**config.mk**
```make
export PLATFORM = sky130hd
export DESIGN_NAME = sample_bound_violation_monitor_unit
export DESIGN_NICKNAME = d
export VERILOG_FILES = /design/src/design/svm_pkg.sv /design/src/design/svm_fifo.sv /design/src/design/svm_front.sv /design/src/design/svm_back.sv /design/src/design/sample_bound_violation_monitor_unit.sv
export VERILOG_INCLUDE_DIRS = /design/src /design/src/design
export SDC_FILE = /design/constraint.sdc
export NUM_CORES = 2
export LEC_CHECK = 0
export ABC_AREA = 0
export BUFFER_PORTS_ARGS = -buffer_cell sky130_fd_sc_hd__buf_2
export CORE_MARGIN = 10
export CORE_UTILIZATION = 60
export DETAILED_ROUTE_END_ITERATION = 10
export PLACE_DENSITY = 0.77
export SLEW_MARGIN = 20
export SYNTH_ARGS = -nofsm -noshare
export SYNTH_HDL_FRONTEND = slang
export SYNTH_SLANG_ARGS = --single-unit
```
**constraint.sdc**
```tcl
create_clock -name clk -period 23.4 [get_ports clk]
set_input_delay 3.51 -clock clk [delete_from_list [all_inputs] [get_ports clk]]
set_output_delay 3.51 -clock clk [all_outputs]
set_load 0.01 [all_outputs]
```
**src/design/sample_bound_violation_monitor_unit_assert.svh**
```systemverilog
// ----------------------------------------------------------------------------
// Assertion macros for the sample bound violation monitor
// Concurrent checks that compile away when SYNTHESIS is defined.
// ----------------------------------------------------------------------------
`ifndef SAMPLE_BOUND_VIOLATION_MONITOR_UNIT_ASSERT_SVH
`define SAMPLE_BOUND_VIOLATION_MONITOR_UNIT_ASSERT_SVH
`ifndef SYNTHESIS
// Same-cycle implication.
`define SVM_ASSERT_IMP(lbl, clk, rst_n, ante, cons) \
  lbl: assert property (@(posedge clk) disable iff (!rst_n) (ante) |-> (cons)) \
    else $error("svm assertion failed");
// Next-cycle implication.
`define SVM_ASSERT_NXT(lbl, clk, rst_n, ante, cons) \
  lbl: assert property (@(posedge clk) disable iff (!rst_n) (ante) |=> (cons)) \
    else $error("svm assertion failed");
`else
`define SVM_ASSERT_IMP(lbl, clk, rst_n, ante, cons)
`define SVM_ASSERT_NXT(lbl, clk, rst_n, ante, cons)
`endif
`endif

```
**src/design/svm_pkg.sv**
```systemverilog
// ----------------------------------------------------------------------------
// svm_pkg
// Shared types, codes and helpers of the sample bound violation monitor.
// ----------------------------------------------------------------------------
`timescale 1ns / 1ps

package svm_pkg;

  localparam int MAX_SAMPLES_DEF = 65536;
  localparam int VALUE_BITS_DEF  = 32;
  localparam int MID_DEPTH       = 4;
  localparam int OUT_DEPTH       = 8;

  localparam int RES_W     = 40;
  localparam int SUM_W     = 48;
  localparam int WIDE_W    = 52;
  localparam int CFG_W     = 32;
  localparam int CFG_IDX_W = 3;
  localparam int NUM_W     = 16;
  localparam int TOT_W     = 17;
  localparam int SLACK_W   = 31;

  localparam logic [2:0] MODE_LOWER     = 3'd0;
  localparam logic [2:0] MODE_UPPER     = 3'd1;
  localparam logic [2:0] MODE_INTERVAL  = 3'd2;
  localparam logic [2:0] MODE_SUM_EQ    = 3'd3;
  localparam logic [2:0] MODE_SUM_RANGE = 3'd4;
  localparam logic [2:0] MODE_FINITE    = 3'd5;

  localparam logic [CFG_IDX_W-1:0] REG_CHECK_MODE      = 3'd0;
  localparam logic [CFG_IDX_W-1:0] REG_LOW_BOUND       = 3'd1;
  localparam logic [CFG_IDX_W-1:0] REG_HIGH_BOUND      = 3'd2;
  localparam logic [CFG_IDX_W-1:0] REG_SUM_GOAL        = 3'd3;
  localparam logic [CFG_IDX_W-1:0] REG_SLACK           = 3'd4;
  localparam logic [CFG_IDX_W-1:0] REG_SUM_LOW_ENABLE  = 3'd5;
  localparam logic [CFG_IDX_W-1:0] REG_SUM_HIGH_ENABLE = 3'd6;
  localparam logic [CFG_IDX_W-1:0] REG_RECORD_LIMIT    = 3'd7;

  // 1.0 in Q24.16
  localparam logic [RES_W-1:0] RES_ONE = 40'h00_0001_0000;

  typedef struct packed {
    logic [2:0]          check_mode;
    logic signed [31:0]  low_bound;
    logic signed [31:0]  high_bound;
    logic signed [31:0]  sum_goal;
    logic [SLACK_W-1:0]  slack;
    logic                sum_low_enable;
    logic                sum_high_enable;
    logic [NUM_W-1:0]    record_limit;
  } cfg_t;

  // Finished sample handed from front to back
  typedef struct packed {
    logic [RES_W-1:0]        excess;
    logic signed [SUM_W-1:0] sum;
    logic                    saw_invalid;
    logic                    saw_element;
    logic                    batch_end;
  } smp_t;

  typedef struct packed {
    logic [NUM_W-1:0] sample_number;
    logic [RES_W-1:0] sample_residual;
    logic             violated;
    logic             recorded;
    logic             batch_done;
    logic             all_admissible;
    logic [TOT_W-1:0] violation_total;
    logic [TOT_W-1:0] checked_total;
    logic [RES_W-1:0] largest_residual;
  } res_t;

  // Clamp a signed difference to [0, 2^40-1]
  function automatic logic [RES_W-1:0] pos40(input logic signed [WIDE_W-1:0] d);
    logic [RES_W-1:0] r;
    if (d[WIDE_W-1] || d == '0) begin
      r = '0;
    end else if (|d[WIDE_W-2:RES_W]) begin
      r = '1;
    end else begin
      r = d[RES_W-1:0];
    end
    return r;
  endfunction

endpackage

```
**src/design/svm_fifo.sv**
```systemverilog
// ----------------------------------------------------------------------------
// svm_fifo
// Small register queue with occupancy count.
// ----------------------------------------------------------------------------
`timescale 1ns / 1ps
`include "sample_bound_violation_monitor_unit_assert.svh"

module svm_fifo #(
  parameter int W     = 8,
  parameter int DEPTH = 4
) (
  input  logic                       clk,
  input  logic                       rst_n,
  input  logic                       push,
  input  logic [W-1:0]               wdata,
  input  logic                       pop,
  output logic [W-1:0]               rdata,
  output logic                       full,
  output logic                       empty,
  output logic [$clog2(DEPTH):0]     count
);

  localparam int AW = $clog2(DEPTH);

  logic [W-1:0]  mem_r [DEPTH];
  logic [AW-1:0] wr_ptr_r, wr_ptr_nxt;
  logic [AW-1:0] rd_ptr_r, rd_ptr_nxt;
  logic [AW:0]   cnt_r, cnt_nxt;
  logic          do_wr, do_rd;

  assign full  = (cnt_r == (AW+1)'(DEPTH));
  assign empty = (cnt_r == '0);
  assign count = cnt_r;
  assign rdata = mem_r[rd_ptr_r];

  assign do_wr = push && !full;
  assign do_rd = pop && !empty;

  always_comb begin
    wr_ptr_nxt = do_wr ? wr_ptr_r + AW'(1) : wr_ptr_r;
    rd_ptr_nxt = do_rd ? rd_ptr_r + AW'(1) : rd_ptr_r;
    cnt_nxt    = cnt_r;
    if (do_wr && !do_rd) begin
      cnt_nxt = cnt_r + (AW+1)'(1);
    end else if (do_rd && !do_wr) begin
      cnt_nxt = cnt_r - (AW+1)'(1);
    end
  end

  always_ff @(posedge clk) begin
    if (!rst_n) begin
      wr_ptr_r <= '0;
      rd_ptr_r <= '0;
      cnt_r    <= '0;
    end else begin
      wr_ptr_r <= wr_ptr_nxt;
      rd_ptr_r <= rd_ptr_nxt;
      cnt_r    <= cnt_nxt;
    end
  end

  always_ff @(posedge clk) begin
    if (do_wr) begin
      mem_r[wr_ptr_r] <= wdata;
    end
  end

  `SVM_ASSERT_IMP(a_fifo_bound, clk, rst_n, 1'b1, cnt_r <= (AW+1)'(DEPTH))
  `SVM_ASSERT_NXT(a_fifo_grow, clk, rst_n, do_wr && !do_rd, cnt_r == $past(cnt_r) + (AW+1)'(1))

endmodule

```
**src/design/svm_front.sv**
```systemverilog
// ----------------------------------------------------------------------------
// svm_front
// Accept elements, fold bound excess and sum per sample, queue finished samples.
// ----------------------------------------------------------------------------
`timescale 1ns / 1ps
`include "sample_bound_violation_monitor_unit_assert.svh"

module svm_front #(
  parameter int VALUE_BITS = svm_pkg::VALUE_BITS_DEF
) (
  input  logic                          clk,
  input  logic                          rst_n,
  input  svm_pkg::cfg_t                 cfg,
  input  logic                          in_push,
  output logic                          in_full,
  input  logic signed [VALUE_BITS-1:0]  in_element,
  input  logic                          in_element_present,
  input  logic                          in_element_invalid,
  input  logic                          in_sample_end,
  input  logic                          in_batch_end,
  output logic                          smp_push,
  output svm_pkg::smp_t                 smp_word,
  input  logic                          smp_full
);

  import svm_pkg::*;

  logic [RES_W-1:0]        exc_r, exc_nxt;
  logic signed [SUM_W-1:0] sum_r, sum_nxt;
  logic                    inv_r, inv_nxt;
  logic                    seen_r, seen_nxt;

  logic                    accept, sample_end;
  logic signed [WIDE_W-1:0] elem_w, lo_w, hi_w;
  logic [RES_W-1:0]        lo_exc, hi_exc;
  logic signed [SUM_W:0]   sum_ext;
  logic signed [SUM_W-1:0] sum_sat;

  assign in_full    = smp_full;
  assign accept     = in_push && !smp_full;
  assign sample_end = in_sample_end || in_batch_end;

  assign elem_w = WIDE_W'(in_element);
  assign lo_w   = WIDE_W'(cfg.low_bound);
  assign hi_w   = WIDE_W'(cfg.high_bound);
  assign lo_exc = pos40(lo_w - elem_w);
  assign hi_exc = pos40(elem_w - hi_w);

  // One extra bit catches overflow; clamp to the 48-bit signed limits
  assign sum_ext = (SUM_W+1)'(sum_r) + (SUM_W+1)'(in_element);
  always_comb begin
    if (sum_ext[SUM_W] == sum_ext[SUM_W-1]) begin
      sum_sat = sum_ext[SUM_W-1:0];
    end else if (!sum_ext[SUM_W]) begin
      sum_sat = {1'b0, {(SUM_W-1){1'b1}}};
    end else begin
      sum_sat = {1'b1, {(SUM_W-1){1'b0}}};
    end
  end

  always_comb begin
    exc_nxt  = exc_r;
    sum_nxt  = sum_r;
    inv_nxt  = inv_r;
    seen_nxt = seen_r;
    if (in_element_present) begin
      seen_nxt = 1'b1;
      if (in_element_invalid) begin
        inv_nxt = 1'b1;
      end else begin
        if (cfg.check_mode != MODE_UPPER && lo_exc > exc_nxt) begin
          exc_nxt = lo_exc;
        end
        if (cfg.check_mode != MODE_LOWER && hi_exc > exc_nxt) begin
          exc_nxt = hi_exc;
        end
        sum_nxt = sum_sat;
      end
    end
  end

  assign smp_push             = accept && sample_end;
  assign smp_word.excess      = exc_nxt;
  assign smp_word.sum         = sum_nxt;
  assign smp_word.saw_invalid = inv_nxt;
  assign smp_word.saw_element = seen_nxt;
  assign smp_word.batch_end   = in_batch_end;

  always_ff @(posedge clk) begin
    if (!rst_n) begin
      exc_r  <= '0;
      sum_r  <= '0;
      inv_r  <= 1'b0;
      seen_r <= 1'b0;
    end else if (accept) begin
      if (sample_end) begin
        exc_r  <= '0;
        sum_r  <= '0;
        inv_r  <= 1'b0;
        seen_r <= 1'b0;
      end else begin
        exc_r  <= exc_nxt;
        sum_r  <= sum_nxt;
        inv_r  <= inv_nxt;
        seen_r <= seen_nxt;
      end
    end
  end

  `SVM_ASSERT_NXT(a_front_clear, clk, rst_n, accept && sample_end, !seen_r && exc_r == '0)

endmodule

```
**src/design/svm_back.sv**
```systemverilog
// ----------------------------------------------------------------------------
// svm_back
// Turn queued samples into residuals, flags and batch totals.
// ----------------------------------------------------------------------------
`timescale 1ns / 1ps
`include "sample_bound_violation_monitor_unit_assert.svh"

module svm_back #(
  parameter int MAX_SAMPLES = svm_pkg::MAX_SAMPLES_DEF,
  parameter int OUT_DEPTH   = svm_pkg::OUT_DEPTH
) (
  input  logic                        clk,
  input  logic                        rst_n,
  input  svm_pkg::cfg_t               cfg,
  input  logic                        smp_empty,
  input  svm_pkg::smp_t               smp_word,
  output logic                        smp_pop,
  input  logic [$clog2(OUT_DEPTH):0]  out_count,
  input  logic                        out_full,
  output logic                        out_push,
  output svm_pkg::res_t               out_word
);

  import svm_pkg::*;

  localparam int OCW = $clog2(OUT_DEPTH) + 1;
  localparam int CW  = $clog2(MAX_SAMPLES + 1);
  localparam logic [CW-1:0] MAX_C  = CW'(MAX_SAMPLES);
  localparam logic [CW-1:0] MAX_M1 = CW'(MAX_SAMPLES - 1);

  // Stage 1: sum differences
  logic                     v1_r;
  logic signed [WIDE_W-1:0] d3_r, dlo_r, dhi_r;
  logic [RES_W-1:0]         exc1_r;
  logic                     inv1_r, seen1_r, be1_r;

  // Stage 2: residual
  logic                     v2_r;
  logic [RES_W-1:0]         res2_r, res_nxt;
  logic                     be2_r;

  // Batch state
  logic [CW-1:0]            sc_r, sc_nxt;
  logic [CW-1:0]            vc_r, vc_nxt;
  logic [RES_W-1:0]         bmax_r, bmax_nxt;

  logic [OCW:0]             occ;
  logic signed [WIDE_W-1:0] sum_w, tol_w;
  logic [RES_W-1:0]         eq_res, lo_res, hi_res, rng_res;
  logic                     viol, rec;
  logic [CW-1:0]            idx;
  logic [CW+NUM_W-1:0]      idx_w;
  logic [CW+TOT_W-1:0]      vt_w, ct_w;

  // Hold a slot in the output queue for every sample in flight
  assign occ     = (OCW+1)'(out_count) + (OCW+1)'(v1_r) + (OCW+1)'(v2_r);
  assign smp_pop = !smp_empty && (occ < (OCW+1)'(OUT_DEPTH));

  assign sum_w = WIDE_W'(smp_word.sum);

  always_ff @(posedge clk) begin
    if (!rst_n) begin
      v1_r <= 1'b0;
    end else begin
      v1_r <= smp_pop;
    end
  end

  always_ff @(posedge clk) begin
    if (smp_pop) begin
      d3_r    <= sum_w - WIDE_W'(cfg.sum_goal);
      dlo_r   <= WIDE_W'(cfg.low_bound) - sum_w;
      dhi_r   <= sum_w - WIDE_W'(cfg.high_bound);
      exc1_r  <= smp_word.excess;
      inv1_r  <= smp_word.saw_invalid;
      seen1_r <= smp_word.saw_element;
      be1_r   <= smp_word.batch_end;
    end
  end

  assign tol_w  = $signed({{(WIDE_W-SLACK_W){1'b0}}, cfg.slack});
  assign eq_res = d3_r[WIDE_W-1] ? pos40(-d3_r - tol_w) : pos40(d3_r - tol_w);
  assign lo_res = cfg.sum_low_enable ? pos40(dlo_r - tol_w) : '0;
  assign hi_res = cfg.sum_high_enable ? pos40(dhi_r - tol_w) : '0;
  assign rng_res = (lo_res > hi_res) ? lo_res : hi_res;

  always_comb begin
    if (!seen1_r) begin
      res_nxt = RES_ONE;
    end else begin
      unique case (cfg.check_mode) inside
        MODE_LOWER, MODE_UPPER, MODE_INTERVAL: res_nxt = exc1_r;
        MODE_SUM_EQ:                           res_nxt = eq_res;
        MODE_SUM_RANGE:                        res_nxt = rng_res;
        MODE_FINITE:                           res_nxt = inv1_r ? RES_ONE : '0;
        default:                               res_nxt = RES_ONE;
      endcase
    end
  end

  always_ff @(posedge clk) begin
    if (!rst_n) begin
      v2_r <= 1'b0;
    end else begin
      v2_r <= v1_r;
    end
  end

  always_ff @(posedge clk) begin
    if (v1_r) begin
      res2_r <= res_nxt;
      be2_r  <= be1_r;
    end
  end

  // Stage 3: counters and result word
  assign viol = (res2_r != '0);
  assign rec  = viol && ((CW+NUM_W)'(vc_r) < (CW+NUM_W)'(cfg.record_limit));
  assign idx  = (sc_r > MAX_M1) ? MAX_M1 : sc_r;

  assign sc_nxt   = (sc_r < MAX_C) ? sc_r + CW'(1) : sc_r;
  assign vc_nxt   = (viol && vc_r < MAX_C) ? vc_r + CW'(1) : vc_r;
  assign bmax_nxt = (res2_r > bmax_r) ? res2_r : bmax_r;

  assign idx_w = (CW+NUM_W)'(idx);
  assign vt_w  = (CW+TOT_W)'(vc_nxt);
  assign ct_w  = (CW+TOT_W)'(sc_nxt);

  assign out_push                 = v2_r;
  assign out_word.sample_number   = idx_w[NUM_W-1:0];
  assign out_word.sample_residual = res2_r;
  assign out_word.violated        = viol;
  assign out_word.recorded        = rec;
  assign out_word.batch_done      = be2_r;
  assign out_word.all_admissible  = be2_r && (vc_nxt == '0);
  assign out_word.violation_total = be2_r ? vt_w[TOT_W-1:0] : '0;
  assign out_word.checked_total   = be2_r ? ct_w[TOT_W-1:0] : '0;
  assign out_word.largest_residual = be2_r ? bmax_nxt : '0;

  always_ff @(posedge clk) begin
    if (!rst_n) begin
      sc_r   <= '0;
      vc_r   <= '0;
      bmax_r <= '0;
    end else if (v2_r) begin
      if (be2_r) begin
        sc_r   <= '0;
        vc_r   <= '0;
        bmax_r <= '0;
      end else begin
        sc_r   <= sc_nxt;
        vc_r   <= vc_nxt;
        bmax_r <= bmax_nxt;
      end
    end
  end

  `SVM_ASSERT_IMP(a_back_room, clk, rst_n, out_push, !out_full)
  `SVM_ASSERT_IMP(a_back_rec, clk, rst_n, out_push && out_word.recorded, out_word.violated)
  `SVM_ASSERT_NXT(a_back_batch_clr, clk, rst_n, v2_r && be2_r, sc_r == '0 && vc_r == '0)

endmodule

```
**src/design/sample_bound_violation_monitor_unit.sv**
```systemverilog
// ----------------------------------------------------------------------------
// sample_bound_violation_monitor_unit
// Window comparator and limit checker over sampled Q16.16 state vectors.
// ----------------------------------------------------------------------------
// Elements enter one per cycle through a queue-style port (push/full) while
// in_full is low, and results leave through another (empty/pop). Each element
// is classified against the bounds as it arrives; when a word carries
// sample_end (or batch_end, which also closes the sample) one result word is
// produced with the sample residual, the violated and recorded flags, and, at
// a batch end, the batch totals. The block sustains one element per cycle
// while in_full is low and, for single-element samples, one result per cycle
// while the result queue has room. A result passes through the sample queue,
// the sum-difference register and the residual register before it is written
// into the result queue. The front accumulator's 48-bit saturating add and the
// back end's residual subtract set the clock period.
// Configuration registers are plain writes with no read-back; change them
// only while no sample is open and no result is in flight.
// ----------------------------------------------------------------------------
`timescale 1ns / 1ps

module sample_bound_violation_monitor_unit #(
  parameter int MAX_SAMPLES = svm_pkg::MAX_SAMPLES_DEF,
  parameter int VALUE_BITS  = svm_pkg::VALUE_BITS_DEF
) (
  input  logic                              clk,
  input  logic                              rst_n,
  // configuration
  input  logic                              cfg_we,
  input  logic [svm_pkg::CFG_IDX_W-1:0]     cfg_index,
  input  logic [svm_pkg::CFG_W-1:0]         cfg_data,
  // element input
  input  logic                              in_push,
  output logic                              in_full,
  input  logic signed [VALUE_BITS-1:0]      in_element,
  input  logic                              in_element_present,
  input  logic                              in_element_invalid,
  input  logic                              in_sample_end,
  input  logic                              in_batch_end,
  // result output
  output logic                              out_empty,
  input  logic                              out_pop,
  output logic [svm_pkg::NUM_W-1:0]         out_sample_number,
  output logic [svm_pkg::RES_W-1:0]         out_sample_residual,
  output logic                              out_violated,
  output logic                              out_recorded,
  output logic                              out_batch_done,
  output logic                              out_all_admissible,
  output logic [svm_pkg::TOT_W-1:0]         out_violation_total,
  output logic [svm_pkg::TOT_W-1:0]         out_checked_total,
  output logic [svm_pkg::RES_W-1:0]         out_largest_residual
);

  import svm_pkg::*;

  localparam int SMP_W = $bits(smp_t);
  localparam int RES_WORD_W = $bits(res_t);

  cfg_t cfg_r;

  // Sample queue between front and back
  logic                         smp_push, smp_pop, smp_full, smp_empty;
  smp_t                         smp_wr, smp_rd;
  logic [SMP_W-1:0]             smp_rd_bits;
  logic [$clog2(MID_DEPTH):0]   smp_count;

  // Result queue
  logic                         res_push, res_full;
  res_t                         res_wr, res_rd;
  logic [RES_WORD_W-1:0]        res_rd_bits;
  logic [$clog2(OUT_DEPTH):0]   res_count;

  // Register file: decode the index, keep the low bits of the write data
  always_ff @(posedge clk) begin
    if (!rst_n) begin
      cfg_r <= '0;
    end else if (cfg_we) begin
      unique case (cfg_index)
        REG_CHECK_MODE:      cfg_r.check_mode      <= cfg_data[2:0];
        REG_LOW_BOUND:       cfg_r.low_bound       <= $signed(cfg_data);
        REG_HIGH_BOUND:      cfg_r.high_bound      <= $signed(cfg_data);
        REG_SUM_GOAL:        cfg_r.sum_goal        <= $signed(cfg_data);
        REG_SLACK:           cfg_r.slack           <= cfg_data[SLACK_W-1:0];
        REG_SUM_LOW_ENABLE:  cfg_r.sum_low_enable  <= cfg_data[0];
        REG_SUM_HIGH_ENABLE: cfg_r.sum_high_enable <= cfg_data[0];
        REG_RECORD_LIMIT:    cfg_r.record_limit    <= cfg_data[NUM_W-1:0];
        default:             cfg_r <= cfg_r;
      endcase
    end
  end

  // Front: classify elements, push one word per finished sample
  svm_front #(
    .VALUE_BITS (VALUE_BITS)
  ) u_front (
    .clk                (clk),
    .rst_n              (rst_n),
    .cfg                (cfg_r),
    .in_push            (in_push),
    .in_full            (in_full),
    .in_element         (in_element),
    .in_element_present (in_element_present),
    .in_element_invalid (in_element_invalid),
    .in_sample_end      (in_sample_end),
    .in_batch_end       (in_batch_end),
    .smp_push           (smp_push),
    .smp_word           (smp_wr),
    .smp_full           (smp_full)
  );

  // Decouple the element stream from result generation
  svm_fifo #(
    .W     (SMP_W),
    .DEPTH (MID_DEPTH)
  ) u_smp_q (
    .clk   (clk),
    .rst_n (rst_n),
    .push  (smp_push),
    .wdata (smp_wr),
    .pop   (smp_pop),
    .rdata (smp_rd_bits),
    .full  (smp_full),
    .empty (smp_empty),
    .count (smp_count)
  );

  assign smp_rd = smp_t'(smp_rd_bits);

  // Back: residual, flags, batch totals
  svm_back #(
    .MAX_SAMPLES (MAX_SAMPLES),
    .OUT_DEPTH   (OUT_DEPTH)
  ) u_back (
    .clk       (clk),
    .rst_n     (rst_n),
    .cfg       (cfg_r),
    .smp_empty (smp_empty),
    .smp_word  (smp_rd),
    .smp_pop   (smp_pop),
    .out_count (res_count),
    .out_full  (res_full),
    .out_push  (res_push),
    .out_word  (res_wr)
  );

  // Result queue; the back end reserves a slot before it pops a sample
  svm_fifo #(
    .W     (RES_WORD_W),
    .DEPTH (OUT_DEPTH)
  ) u_res_q (
    .clk   (clk),
    .rst_n (rst_n),
    .push  (res_push),
    .wdata (res_wr),
    .pop   (out_pop),
    .rdata (res_rd_bits),
    .full  (res_full),
    .empty (out_empty),
    .count (res_count)
  );

  assign res_rd = res_t'(res_rd_bits);

  assign out_sample_number    = res_rd.sample_number;
  assign out_sample_residual  = res_rd.sample_residual;
  assign out_violated         = res_rd.violated;
  assign out_recorded         = res_rd.recorded;
  assign out_batch_done       = res_rd.batch_done;
  assign out_all_admissible   = res_rd.all_admissible;
  assign out_violation_total  = res_rd.violation_total;
  assign out_checked_total    = res_rd.checked_total;
  assign out_largest_residual = res_rd.largest_residual;

endmodule

```
==> impl_results.md <==
* Pwr dens at approximately 120 nW/um2
* Dpl hpwl at 226000 um
* CP Capture Type: flop
* CP Class: input pin to flop
* Grt peak-use layer: met2
* Area delta synth->final at 9.60%
* Largest net degree at the start of global routing at 130
* Antenna violations before repair at 29
* Post CTS Setup Buffer Count at 0
* Clk root buf: clkbuf_16
* Clk sinks at 2003
* Yosys top cell area share at between 40% and 50%
* Final Hold Viols at 0
* Layout cells sized above 1 at a little over an eighth
* Maximum VDD drop at between 0.08 and 0.09 mV
* Outcome: finished, final reports clean
* Initial Util at between 60% and 70%
* Layout filler cell count at about 13000
* CP max FO at 48
* Commonest non-fill, non-tap cell in the layout: edfxtp_1
* Total die area at between 150000 and 200000 um2
* Worst Setup Slack, final at approximately 11 ns
* Period utilization at a little over half
* # IOs at about 210
* DP Worst Slack at roughly 9.3 ns
* #FFs+latches synth at roughly 2000
* Delay-heaviest family, CP: compound AO/OA/AOI/OAI gates
* Area leader, netlist: edfxtp_1
* Clock Latency Late Sink at around 0.88 ns
* Residual DRC at 0
* Core area at ~180000 um2
* Post_cts resized at 0
* CTS Buf Count at between 150 and 200
* Vias at 76021
* IO Port Bufs at between 200 and 250
* Area of the multi-input gates at around 47000 um2
* Hold Path Class: flop to flop
* Worst path max stage delay at about 0.81 ns
* Number of synthesized flops with an enable pin at around 1700
* M3 GR Usage at under 10%
* Die Y at 443 um
* Die X at 443 um
* Worst slew margin at about a fifth
* Final min period at approximately 13 ns
* Slowest CP cell: o21ai_0
* Post-route setup TNS at 0 ns
* Mapped Area at between 100000 and 150000 um2
* Met2 usage at between 50 and 60%
* Final setup viols at 0
* Clock transition at the registers of the reported paths at roughly 0.060 ns
* WP data required at roughly 24 ns
* Routed length per instance at 27.5 um
* Leak at roughly 42 nW
* Seq/Total Area, Yosys at a little over half
* Most frequent cells in the layout: edfxtp_1, nand2_1, ha_1
* Synth Instances at between 8000 and 9000
* RD Place Congestion at approximately 1
* CP Launch Type: input pin
* Mean Syn Cell Area at around 12 um2
* Total of max-cap violations at 0
* Synth async-reset ratio at 0%
* Total global-route track usage at approximately a third
* 1st-iter DRT viols at approximately 8500
* Setup Skew at between 0.03 and 0.04 ns
* Final wirelength at roughly 320000 um
* Slew Viols, Final at 0
* Final nets at between 9000 and 10000
* WP data arrival at ~13 ns
* Synth warn at 0
* Slew @ Worst Pin at 1.21 ns
* Synth Flop Type: edfxtp_1
* CTS tree: built
* Unique masters post-synth at 97
* Vias/cell at 6.57
* Pre-Repair DR Iteration Count at 6
* RSZ-0062 raised after global routing: no
* FMAX at approximately 0.078 GHz
* H-tree Lvls at 4
* CTS Hold Buffers Added at 0
* First-pass GRT wire length at 474000 um
* Final Instance Count excl. Fillers at approximately 12000
* GRT overflow at 0
* Most frequent CP cell: a21o_1
* GR Util met1 at 42.1%
* Largest cells by area after synthesis: edfxtp_1, mux4_2, ha_1
* Placed Instances at 11185
* Worst path bufs/invs at 5
* Sequential cell area at 56800 um2
* Vias in the first global route at roughly 74000
* Std cell rows at between 150 and 200
* Worst-case clock buffer depth at 3
* ANT nets after route at 0
## stage by stage
stage          hold slack (ns)  util (%)  area [um2]  power, mW
6_report                 0.440      65.9      117000       13.7
5_1_grt                  0.458      65.9      117000       14.3
4_1_cts                  0.435      65.9      117000       13.6
3_5_place_dp             0.405      62.3      111000       10.4
3_3_place_gp             0.414      62.3      111000       10.3
2_1_floorplan            0.400         -      107000       8.78
## flip-flops by register name, summed over array words and instances (netlist names), 2 cells and up, named ones only
register and cells:
u_back.exc1_r 40, u_res_q.wr_ptr_r 3, u_back.sc_r 17, u_back.res2_r 40
cfg_r 148, u_back.d3_r 49, u_smp_q.wr_ptr_r 2, u_back.bmax_r 40
u_res_q.count 4, u_smp_q.count 3, u_back.vc_r 17, u_res_q.mem_r 1072
u_front.exc_r 40, u_smp_q.mem_r 364, u_smp_q.rd_ptr_r 2, u_res_q.rd_ptr_r 3
u_back.dlo_r 49, u_front.sum_r 48, u_back.dhi_r 49
## cell families after synthesis
family	after synthesis	share of synthesized area (%)
other	1	0.00350
buffers and inverters	849	3.00
DFF	2003	53.0
xor gates and xnor gates	361	2.95
muxes	611	10.1
adders and majority gates	647	7.62
and+or+nand+nor	2311	10.5
AOI/OAI and AO/OA	2062	12.8
## final timing paths
path | end | cells after the start | slack [ns] | from
hold reg to reg | u_back.be2_r$_DFFE_PP_ | 0 | 0.44 | u_back.be1_r$_DFFE_PP_
setup / recovery | u_smp_q.mem_r[0][86]$_DFFE_PP_ | 39 | 10.66 | in_element[6]
hold / removal | u_back.be2_r$_DFFE_PP_ | 0 | 0.44 | u_back.be1_r$_DFFE_PP_
setup reg to reg | u_smp_q.mem_r[0][86]$_DFFE_PP_ | 37 | 12.96 | cfg_r[119]$_SDFFE_PN0P_
## layout make-up
class	instances	area share (%)
Antenna cell	20	0.0426
Clock buffer	236	4.35
Clock inverter	134	1.13
Inverter	510	1.63
Multi-Input combinational cell	5998	40.3
Sequential cell	2003	48.4
Tap cell	2355	2.51
Timing Repair Buffer	320	1.65
## Yosys cell counts, types with 18 or more instances
cell       instances
edfxtp_1        1667
nand2_1          811
ha_1             627
inv_1            508
a21oi_1          489
o21ai_0          421
nor2_1           415
mux4_2           359
dfxtp_1          336
clkbuf_1         280
xnor2_1          244
a21o_1           200
nor2b_1          183
a21boi_0         172
nor3_1           159
mux2_2           155
nand3_1          121
xor2_1           117
nand2b_1         107
and2_1            99
mux2i_1           97
o21a_1            93
nand4_1           88
nor4_1            71
o211ai_1          64
a31oi_1           63
a211oi_1          60
o21bai_1          56
and3_1            55
or3_1             54
o31ai_1           48
buf_1             47
a32o_1            45
or2_2             34
a211o_1           31
o2111ai_1         28
a22oi_1           25
o221ai_1          24
or4_1             24
a2111oi_0         23
a221oi_1          19
o22ai_1           18
## where the power goes
part	switching [mW]	total (mW)	internal, mW
clock network	1.42	3.16	1.74
logic	3.53	5.74	2.22
registers	0.352	4.79	4.44
## metal layers
layer  wire, um  vias to the layer above  part of all wire (%)
met5         29                        -                0.0091
met4      16900                        4                   5.3
met3      23000                      679                   7.2
met2     152000                     3579                    48
met1     127000                    37799                    40
li1           -                    33960                     -
No activity file was read; power rests on OpenSTA's default activity.
